==> src/sv/vrmd_pkg.sv <==
// Shared widths, stream word layouts and queue sizing for the viseme run merge block.
`timescale 1ns / 1ps

package vrmd_pkg;

    // Field widths of one mark on the stream ports
    localparam int CODE_W = 4;
    localparam int TIME_W = 32;
    localparam int CONF_W = 8;
    localparam int MIN_W  = 16;
    localparam int PAD_W  = 4;
    localparam int DATA_W = CODE_W + 2 * TIME_W + CONF_W + PAD_W;

    // Result queue: one transaction in can produce up to three results
    localparam int QUEUE_DEPTH = 8;
    localparam int QPTR_W      = 3;
    localparam int QCNT_W      = 4;
    localparam int MAX_BURST   = 3;

    // tdata layout, lowest field first: code, start, end, confidence, zero pad
    typedef struct packed {
        logic [PAD_W-1:0]  pad;
        logic [CONF_W-1:0] conf;
        logic [TIME_W-1:0] stop;
        logic [TIME_W-1:0] start;
        logic [CODE_W-1:0] code;
    } mark_word_t;

    // One queued result: stream word plus its tlast
    typedef struct packed {
        logic       last;
        mark_word_t word;
    } result_t;

endpackage

==> src/sv/viseme_run_merge_debounce.sv <==
// Viseme mark run merge and minimum-duration debounce, with result queue.
`timescale 1ns / 1ps

// Path: a mark is accepted into the input register and decoded there; its results go into the
//   queue, and the output register takes them from it. Throughput: one mark per cycle, set by
//   the single-pass merge/debounce logic after the input register; the 8-entry queue drains
//   one result per cycle into the output register unless m_tready holds it, and a mark waits
//   in the input register while the queue has fewer than three free entries.
// Reset: all valid flags, the queue pointers and count and min_duration_ms clear to zero; marks are lost.
module viseme_run_merge_debounce #(
    parameter int TIME_BITS = 32
) (
    input  logic                        clk,
    input  logic                        rst_n,
    // Configuration: min_duration_ms
    input  logic                        cfg_valid,
    output logic                        cfg_ready,
    input  logic [vrmd_pkg::MIN_W-1:0]  cfg_data,
    // Input marks
    input  logic                        s_tvalid,
    output logic                        s_tready,
    // s_tdata: viseme_code[3:0], onset_ms[35:4], end_ms[67:36], confidence[75:68], zero[79:76]
    input  logic [vrmd_pkg::DATA_W-1:0] s_tdata,
    input  logic                        s_tlast,   // last_item
    // Output marks
    output logic                        m_tvalid,
    input  logic                        m_tready,
    // m_tdata: out_viseme[3:0], out_onset_ms[35:4], out_end_ms[67:36],
    //          out_confidence[75:68], zero[79:76]
    output logic [vrmd_pkg::DATA_W-1:0] m_tdata,
    output logic                        m_tlast    // last_mark
);

    localparam int TW = vrmd_pkg::TIME_W;
    localparam int CW = vrmd_pkg::CONF_W;

    typedef struct packed {
        logic [vrmd_pkg::CODE_W-1:0] code;
        logic [TIME_BITS-1:0]        start;
        logic [TIME_BITS-1:0]        stop;
        logic [CW-1:0]               conf;
    } mark_t;

    typedef struct packed {
        logic                 held_v;
        mark_t                held;
        logic                 carry_v;
        logic [TIME_BITS-1:0] carry;
    } smooth_t;

    typedef struct packed {
        smooth_t st;
        logic    emit;
        mark_t   out;
    } s2_res_t;

    // Debounce one closed mark against the held mark and carried start
    function automatic s2_res_t stage_two(input smooth_t s, input mark_t m_in, input logic fin,
                                          input logic [vrmd_pkg::MIN_W-1:0] min_dur);
        s2_res_t            res;
        mark_t              m;
        logic               long_ok;
        logic [TIME_BITS:0] pad;
        res      = '{st: s, emit: 1'b0, out: s.held};
        m        = m_in;
        if (s.carry_v)
        begin
            m.start        = s.carry;
            res.st.carry_v = 1'b0;
        end
        long_ok = (m.stop >= m.start) && ((m.stop - m.start) >= TIME_BITS'(min_dur));
        pad     = {1'b0, m.start} + (TIME_BITS+1)'(min_dur);
        if (long_ok)
        begin
            res.emit      = s.held_v;
            res.st.held   = m;
            res.st.held_v = 1'b1;
        end
        else if (s.held_v)
        begin
            res.st.held.stop = m.stop;
        end
        else if (!fin)
        begin
            res.st.carry   = m.start;
            res.st.carry_v = 1'b1;
        end
        else
        begin
            m.stop        = pad[TIME_BITS] ? '1 : pad[TIME_BITS-1:0];
            res.st.held   = m;
            res.st.held_v = 1'b1;
        end
        return res;
    endfunction

    // Pack a mark into the stream word
    function automatic vrmd_pkg::result_t to_result(input mark_t m, input logic last);
        vrmd_pkg::result_t r;
        r.last       = last;
        r.word.pad   = '0;
        r.word.conf  = m.conf;
        r.word.stop  = TW'(m.stop);
        r.word.start = TW'(m.start);
        r.word.code  = m.code;
        return r;
    endfunction

    // Configuration register
    logic [vrmd_pkg::MIN_W-1:0] min_reg;

    assign cfg_ready = 1'b1;

    always_ff @(posedge clk or negedge rst_n)
    begin
        if (!rst_n)
            min_reg <= '0;
        else if (cfg_valid)
            min_reg <= cfg_data;
    end

    // Input register
    logic                        in_valid_reg, in_valid_next;
    logic [vrmd_pkg::DATA_W-1:0] in_data_reg;
    logic                        in_last_reg;
    logic                        consume;
    logic [vrmd_pkg::QCNT_W-1:0] count_reg, count_next;

    assign consume       = in_valid_reg &&
                           (count_reg <= vrmd_pkg::QCNT_W'(vrmd_pkg::QUEUE_DEPTH
                                                           - vrmd_pkg::MAX_BURST));
    assign s_tready      = !in_valid_reg || consume;
    assign in_valid_next = (s_tvalid && s_tready) || (in_valid_reg && !consume);

    always_ff @(posedge clk or negedge rst_n)
    begin
        if (!rst_n)
            in_valid_reg <= 1'b0;
        else
            in_valid_reg <= in_valid_next;
    end

    always_ff @(posedge clk)
    begin
        if (s_tvalid && s_tready)
        begin
            in_data_reg <= s_tdata;
            in_last_reg <= s_tlast;
        end
    end

    // Merge and debounce state
    logic    pv_reg, pv_next;
    mark_t   pend_reg, pend_next;
    smooth_t sm_reg, sm_next;

    vrmd_pkg::mark_word_t in_word;
    mark_t                r_mark;
    logic                 merge;
    logic [CW:0]          conf_sum;
    mark_t                pend_new;
    smooth_t              st0, st_a;
    s2_res_t              res_a, res_b;
    logic                 close_a;
    logic                 emit_a, emit_b, emit_f;

    always_comb
    begin
        in_word      = vrmd_pkg::mark_word_t'(in_data_reg);
        r_mark.code  = in_word.code;
        r_mark.start = TIME_BITS'(in_word.start);
        r_mark.stop  = TIME_BITS'(in_word.stop);
        r_mark.conf  = in_word.conf;

        // Stage one: merge into the open mark or close it
        merge    = pv_reg && (pend_reg.code == r_mark.code) && (pend_reg.stop >= r_mark.start);
        conf_sum = (CW+1)'(pend_reg.conf) + (CW+1)'(r_mark.conf);
        pend_new = r_mark;
        if (merge)
        begin
            pend_new      = pend_reg;
            pend_new.conf = conf_sum[CW:1];
            if (r_mark.stop > pend_reg.stop)
                pend_new.stop = r_mark.stop;
        end

        // Stage two on the closed mark
        st0     = sm_reg;
        close_a = pv_reg && !merge;
        res_a   = stage_two(st0, pend_reg, 1'b0, min_reg);
        st_a    = close_a ? res_a.st : st0;
        emit_a  = consume && close_a && res_a.emit;

        // Flush: close the open mark as final, then release the held mark
        res_b   = stage_two(st_a, pend_new, 1'b1, min_reg);
        emit_b  = consume && in_last_reg && res_b.emit;
        emit_f  = consume && in_last_reg && res_b.st.held_v;

        // Advance state
        pv_next   = pv_reg;
        pend_next = pend_reg;
        sm_next   = sm_reg;
        if (consume)
        begin
            pend_next = pend_new;
            if (in_last_reg)
            begin
                pv_next         = 1'b0;
                sm_next         = res_b.st;
                sm_next.held_v  = 1'b0;
                sm_next.carry_v = 1'b0;
            end
            else
            begin
                pv_next = 1'b1;
                sm_next = st_a;
            end
        end
    end

    always_ff @(posedge clk or negedge rst_n)
    begin
        if (!rst_n)
        begin
            pv_reg <= 1'b0;
            sm_reg <= '0;
        end
        else
        begin
            pv_reg <= pv_next;
            sm_reg <= sm_next;
        end
    end

    always_ff @(posedge clk)
    begin
        pend_reg <= pend_next;
    end

    // Result queue with a registered output stage
    vrmd_pkg::result_t           queue_mem [vrmd_pkg::QUEUE_DEPTH];
    logic [vrmd_pkg::QPTR_W-1:0] head_reg, head_next;
    logic [vrmd_pkg::QPTR_W-1:0] tail_reg, tail_next;
    logic [vrmd_pkg::QPTR_W-1:0] ptr_b, ptr_f;
    logic [vrmd_pkg::QCNT_W-1:0] wr_cnt;
    logic                        pop;
    logic                        out_valid_reg, out_valid_next;
    vrmd_pkg::result_t           out_reg;

    always_comb
    begin
        ptr_b          = tail_reg + vrmd_pkg::QPTR_W'(emit_a);
        ptr_f          = ptr_b + vrmd_pkg::QPTR_W'(emit_b);
        wr_cnt         = vrmd_pkg::QCNT_W'(emit_a) + vrmd_pkg::QCNT_W'(emit_b)
                       + vrmd_pkg::QCNT_W'(emit_f);
        pop            = (count_reg != '0) && (!out_valid_reg || m_tready);
        out_valid_next = pop || (out_valid_reg && !m_tready);
        head_next      = head_reg + vrmd_pkg::QPTR_W'(pop);
        tail_next      = tail_reg + wr_cnt[vrmd_pkg::QPTR_W-1:0];
        count_next     = count_reg + wr_cnt - vrmd_pkg::QCNT_W'(pop);
    end

    always_ff @(posedge clk or negedge rst_n)
    begin
        if (!rst_n)
        begin
            head_reg      <= '0;
            tail_reg      <= '0;
            count_reg     <= '0;
            out_valid_reg <= 1'b0;
        end
        else
        begin
            head_reg      <= head_next;
            tail_reg      <= tail_next;
            count_reg     <= count_next;
            out_valid_reg <= out_valid_next;
        end
    end

    // Write up to three results in order
    always_ff @(posedge clk)
    begin
        if (emit_a)
            queue_mem[tail_reg] <= to_result(res_a.out, 1'b0);
        if (emit_b)
            queue_mem[ptr_b] <= to_result(res_b.out, 1'b0);
        if (emit_f)
            queue_mem[ptr_f] <= to_result(res_b.st.held, 1'b1);
    end

    // Move the oldest queued result into the output register
    always_ff @(posedge clk)
    begin
        if (pop)
            out_reg <= queue_mem[head_reg];
    end

    assign m_tvalid = out_valid_reg;
    assign m_tdata  = out_reg.word;
    assign m_tlast  = out_reg.last;

    // Checks
    a_queue_bound: assert property (@(posedge clk) disable iff (!rst_n)
        count_reg <= vrmd_pkg::QCNT_W'(vrmd_pkg::QUEUE_DEPTH))
        else $error("result queue overflow");

    a_flush_emits: assert property (@(posedge clk) disable iff (!rst_n)
        consume && in_last_reg |-> emit_f)
        else $error("flush produced no final result");

    a_flush_clears: assert property (@(posedge clk) disable iff (!rst_n)
        consume && in_last_reg |=> !pv_reg && !sm_reg.held_v && !sm_reg.carry_v)
        else $error("state not cleared after flush");

    a_carry_excl: assert property (@(posedge clk) disable iff (!rst_n)
        !(sm_reg.held_v && sm_reg.carry_v))
        else $error("carried start alongside held mark");

endmodule
==> config.mk <==
export PLATFORM = sky130hd
export DESIGN_NAME = viseme_run_merge_debounce
export DESIGN_NICKNAME = d
export VERILOG_FILES = /design/src/sv/vrmd_pkg.sv /design/src/sv/viseme_run_merge_debounce.sv
export SDC_FILE = /design/constraint.sdc
export NUM_CORES = 2
export LEC_CHECK = 0
export BUFFER_PORTS_ARGS = -buffer_cell sky130_fd_sc_hd__buf_4
export CAP_MARGIN = 25
export CELL_PAD_IN_SITES_DETAIL_PLACEMENT = 2
export CELL_PAD_IN_SITES_GLOBAL_PLACEMENT = 2
export CORE_MARGIN = 2
export CORE_UTILIZATION = 46
export DETAILED_ROUTE_END_ITERATION = 16
export GPL_ROUTABILITY_DRIVEN = 1
export PLACE_DENSITY_LB_ADDON = 0.1
export SLEW_MARGIN = 25
export SYNTH_ARGS = -nofsm -noshare
export SYNTH_HDL_FRONTEND = slang
export SYNTH_SLANG_ARGS = --single-unit
==> constraint.sdc <==
create_clock -name clk -period 36.8 [get_ports clk]
set_input_delay 3.68 -clock clk [delete_from_list [all_inputs] [get_ports clk]]
set_output_delay 3.68 -clock clk [all_outputs]
set_load 0.005 [all_outputs]
* Word-level counts from Yosys, hierarchy flattened
Memory sizes are Yosys's and may differ from the RTL's. A register that Yosys moved wholly into a read port is not among the register bits.
Cells that the tools add are included.
** Word-level totals
- Register bits :: 296
- Bits in latches :: 0
- Bits in writable memories :: 616
- ROM bits :: 0
- Output and inout bits :: 84
- Word-level logic and storage cells :: 92
- Memories :: 1
** Operators by class
- Add/sub/neg operators :: 12
- $mul :: 0
- Divide/modulo/power cells :: 0
- Magnitude comparators :: 7
- Equal/unequal tests :: 1
- Shifts and indexed selects :: 0
- Muxes and demuxes :: 25
- Bitwise gates (word level) :: 0
- Reduce and logical (&&, ||, !) cells :: 25
** Memories
- queue_mem :: words 8, width 77, rd ports 1, clocked after memory_dff 1, wr ports 3, line viseme_run_merge_debounce.sv:241 : vrmd_pkg::result_t queue_mem [vrmd_pkg::QUEUE_DEPTH];
** Operators by type and width (number)
- $mux W110 :: 2
- $mux W32 :: 6
- $mux W76 :: 2
- $ge A32 B32 Y1 :: 3
- $mux W77 :: 1
- $mux W33 :: 2
- $ge A32 B16 Y1 :: 2
- $sub A32 B32 Y32 :: 2
- $mux W37 :: 1
- $mux W36 :: 1
- $add A32 B16 Y33 :: 1
- $gt A32 B32 Y1 :: 1
- $logic_and A1 B1 Y1 :: 14
- $add A3 B1 Y3 :: 3
- $add A8 B8 Y9 :: 1
- $mux W1 :: 9
- $mux W8 :: 1
- $logic_not A1 Y1 :: 5
- $add A4 B3 Y4 :: 1
- $eq A4 B4 Y1 :: 1
- $le A4 B3 Y1 const B :: 1
- $logic_or A1 B1 Y1 :: 4
- $reduce_bool A4 Y1 :: 1
- $sub A4 B1 Y4 :: 1
- other kinds (4) :: 4

* Logic depth before layout (Yosys ltp)
- Word-level depth :: 16
- Mapped depth :: 62

* Worst setup path before layout
OpenSTA, ideal clock, no wires.
- Kind :: register -> register
- From :: reg sm_reg[32] (netlist name)
- To :: mem queue_mem[0][0] (netlist name), enable pin
- Library setup time :: 770 ps
- Data arrival time :: 13339 ps
- Setup slack :: 22691 ps
- Stages on the path, launching flop included :: 58
- Clock period less this slack :: 14109 ps
- Cell sequence :: dfrtp_1 -> clkbuf_1 -> clkbuf_1 -> buf_1 -> clkbuf_1 -> buf_2 -> buf_1 -> mux2i_1 -> ha_1 -> clkbuf_1 -> a21oi_1 -> o211ai_1 -> a21oi_1 -> nand2_1 -> xor2_1 -> ha_1 -> a21oi_1 -> nor2b_1 -> (+22 left out) -> nor2b_1 -> o21ai_0 -> and3b_1 -> o2111ai_1 -> a2111oi_0 -> nand4_1 -> nor4_2 -> nand4_1 -> and3_1 -> buf_2 -> and2_1 -> ha_1 -> ha_1 -> clkbuf_1 -> nor2_1 -> nand2_1 -> clkbuf_1 -> nand2_1
** RTL lines
- start, declared :: line viseme_run_merge_debounce.sv:155 : smooth_t sm_reg, sm_next;
- start signal, assigned :: line viseme_run_merge_debounce.sv:231 : sm_reg <= sm_next;
- end, declared :: line viseme_run_merge_debounce.sv:241

==> metrics <==
Die ar. between 0.1 and 0.15 mm2; worst skew pair latency slightly below 0.8 ns; Clk Tree Root Cell clkbuf_16; WP data arrival 18.59 ns; CP Max Fanout 46; Ys Warns 0; sequential element share of the synthesized area 0.475; WL/cell 33.7 um; mapped cell area 0.0606 mm2; Layout Utilization 0.513; DR vias/cell ~6.7; HPWL after DPL approximately 160,000 um; Slew HR 0.212; MaxCap Viol Count 0; Final Critical Period roughly 18 ns; Vias around 50,000; crit path launch type flip-flop; final-stage net count 5,922; Gate Count Post-Synth between 5,000 and 6,000; share of cells above drive strength 1 0.162; detailed-router iteration count before antenna repair 6; Worst-path clk slew ~0.060 ns; DR iter-0 viols approximately 5,200; Min-Delay Path Class reg -> reg; largest net degree at the start of global routing 106; Die Wd 367 um; H-Tree Depth 3; vias in the first global route ~53,000; Area growth syn-to-layout 11.1%; max reg flops about 620; Mean Syn Cell Area between 10 and 15 um2; initial antenna violation count 2; # IOs roughly 190; period utilization 0.495; Unique masters post-synth 97; status finished, final reports clean; RD Place Congestion about 0.9; number of fill cells in the layout 13,200; Largest Register queue_mem; Residual DRC 0; endpoint class of the critical path flip-flop; first-pass GRT wire length roughly 370,000 um; CORE AREA approximately 0.13 mm2; CTS sink count slightly below 1,000; GRT Util Overall 0.368; Final Hold Viols 0; Post-synth EDFFs roughly 840; Post-Route WL around 250,000 um; total gr overflow 0; Synth Register Bits 985; CTS hold repair buffers 0; postcts setup bufs 0; Antenna Nets Post-Route 0; setup TNS 0 ns; # rows ~130; clock skew between 0.03 and 0.04 ns; asr flop ratio synth 0.141; post_cts resized 0; unrepaired setup endpoints after global routing false; TritonCTS clock tree built; Initial Util 0.462; CTS buffer count 116; Die Ht between 300 and 400 um; critical path class reg -> reg; Slew Viols, Final 0; Port Buf Inserts 176; measured slew at the worst slew-check pin 1.15 ns; CP peak stage delay around 1.0 ns; Max Clock Freq ~55 MHz; Top FF cell, synth edfxtp_1; Critical Path RT roughly 37 ns; setup violators final 0; Crit-path slowest cell nand2_4; Clock Tree Buf Depth 3
==> cell families (layout without fill, tap and decap cells) <==
kind of cell / count (synthesis) / in the layout / synth area share
simple gates: 1459 / 1459 / 0.102
compound gates: 1432 / 1432 / 0.143
flops: 985 / 985 / 0.475
mux: 902 / 902 / 0.185
buf+inv: 642 / 663 / 0.0420
fa+ha+maj: 205 / 205 / 0.0432
xor+xnor: 66 / 66 / 0.00954
other cells: 2 / 6 / 0.000124
==> cell type report <==
cell class                      instances  area (um2)  share of cell area
Multi-Input combinational cell       4069       29600               0.439
Inverter                              160         606             0.00900
Clock buffer                          166        3270              0.0487
Tap cell                             1755        2200              0.0326
Clock inverter                         54         647             0.00961
Sequential cell                       985       28800               0.428
Antenna cell                            1        2.50           0.0000372
Timing Repair Buffer                  283        2190              0.0326
==> per-stage QoR <==
| stage | hold slack (ns) | instances | instance area [um2] | setup WS [ns] |
|---|---|---|---|---|
| floorplan | 0.418 | 5696 | 60600 | 22.69 |
| global placement | 0.428 | 7250 | 63300 | 19.23 |
| detailed placement | 0.447 | 7250 | 63300 | 19.04 |
| CTS | 0.457 | 7470 | 67200 | 18.95 |
| global route | 0.478 | 7472 | 67300 | 17.99 |
| finish | 0.459 | 7473 | 67300 | 18.58 |
==> routing by layer <==
layer,vias up,track usage,wire (um)
li1,20900,-,-
met1,26300,0.492,104000
met2,2110,0.604,120000
met3,539,0.0488,16700
met4,0,0.154,11300
met5,-,0,0
==> Yosys cell counts (48+ instances only) <==
cell type  number  share of area
a21o_1         52         0.0064
o211ai_1      105          0.013
a31oi_1        49         0.0051
nor2_1        306          0.019
o21ai_0       689          0.057
edfxtp_1      838           0.42
mux2_2        179          0.033
a21oi_1       255          0.021
buf_2          67         0.0055
dfrtp_1       139          0.057
nand2_1       854          0.053
mux4_2        154          0.057
nor3_1         66         0.0055
clkbuf_1      354          0.022
buf_1          48         0.0030
ha_1          198          0.041
inv_1         156         0.0097
mux2i_1       568          0.094
==> final timing paths <==
path / cells after the start / slack (ns) / end / start
worst max register to register: 47 / 18.58 / queue_mem[4][14] / sm_reg[32]
min in group asynchronous: 1 / 2.93 / in_valid_reg / rst_n
worst min register to register: 2 / 0.46 / queue_mem[3][76] / queue_mem[3][76]
worst max-delay path: 47 / 18.58 / queue_mem[4][14] / sm_reg[32]
worst min-delay path: 2 / 0.46 / queue_mem[3][76] / queue_mem[3][76]
max in group asynchronous: 2 / 32.48 / res_a[38] / rst_n
==> critical path, delay by kind of cell, from the launching register on <==
| family | cells | cell delay [ns] |
|---|---|---|
| flip-flops | 1 | 0.45 |
| buffers and inverters | 4 | 2.20 |
| adder cells (fa/ha/maj) | 6 | 1.84 |
| XOR/XNOR | 3 | 0.39 |
| AO/OA/AOI/OAI | 17 | 5.68 |
| AND/OR/NAND/NOR | 15 | 5.22 |
| multiplexers | 2 | 1.90 |
==> placed cells by master (no fill, tap or decap), drive strengths merged, types with 10 or more instances in the layout <==
cell | Yosys | layout
a2111oi | 11 | 11
a211o | 10 | 10
a211oi | 30 | 30
a21o | 52 | 52
a21oi | 264 | 264
a311oi | 10 | 10
a31oi | 54 | 54
and2 | 21 | 21
and3 | 22 | 22
buf | 128 | 282
bufinv | 0 | 13
clkbuf | 354 | 167
clkinv | 3 | 32
dfrtp | 139 | 139
edfxtp | 838 | 838
ha | 198 | 198
inv | 157 | 166
mux2 | 179 | 179
mux2i | 569 | 569
mux4 | 154 | 154
nand2 | 855 | 855
nand2b | 26 | 26
nand3 | 40 | 40
nand4 | 35 | 35
nor2 | 306 | 306
nor2b | 25 | 25
nor3 | 66 | 66
nor3b | 11 | 11
nor4 | 13 | 13
o211ai | 106 | 106
o21a | 26 | 26
o21ai | 735 | 735
o221ai | 20 | 20
o22ai | 24 | 24
xnor2 | 42 | 42
xor2 | 24 | 24
Power is left out: the tool's default activity adds up to more than one toggle a clock period on the data nets, which glitch-free logic cannot reach.
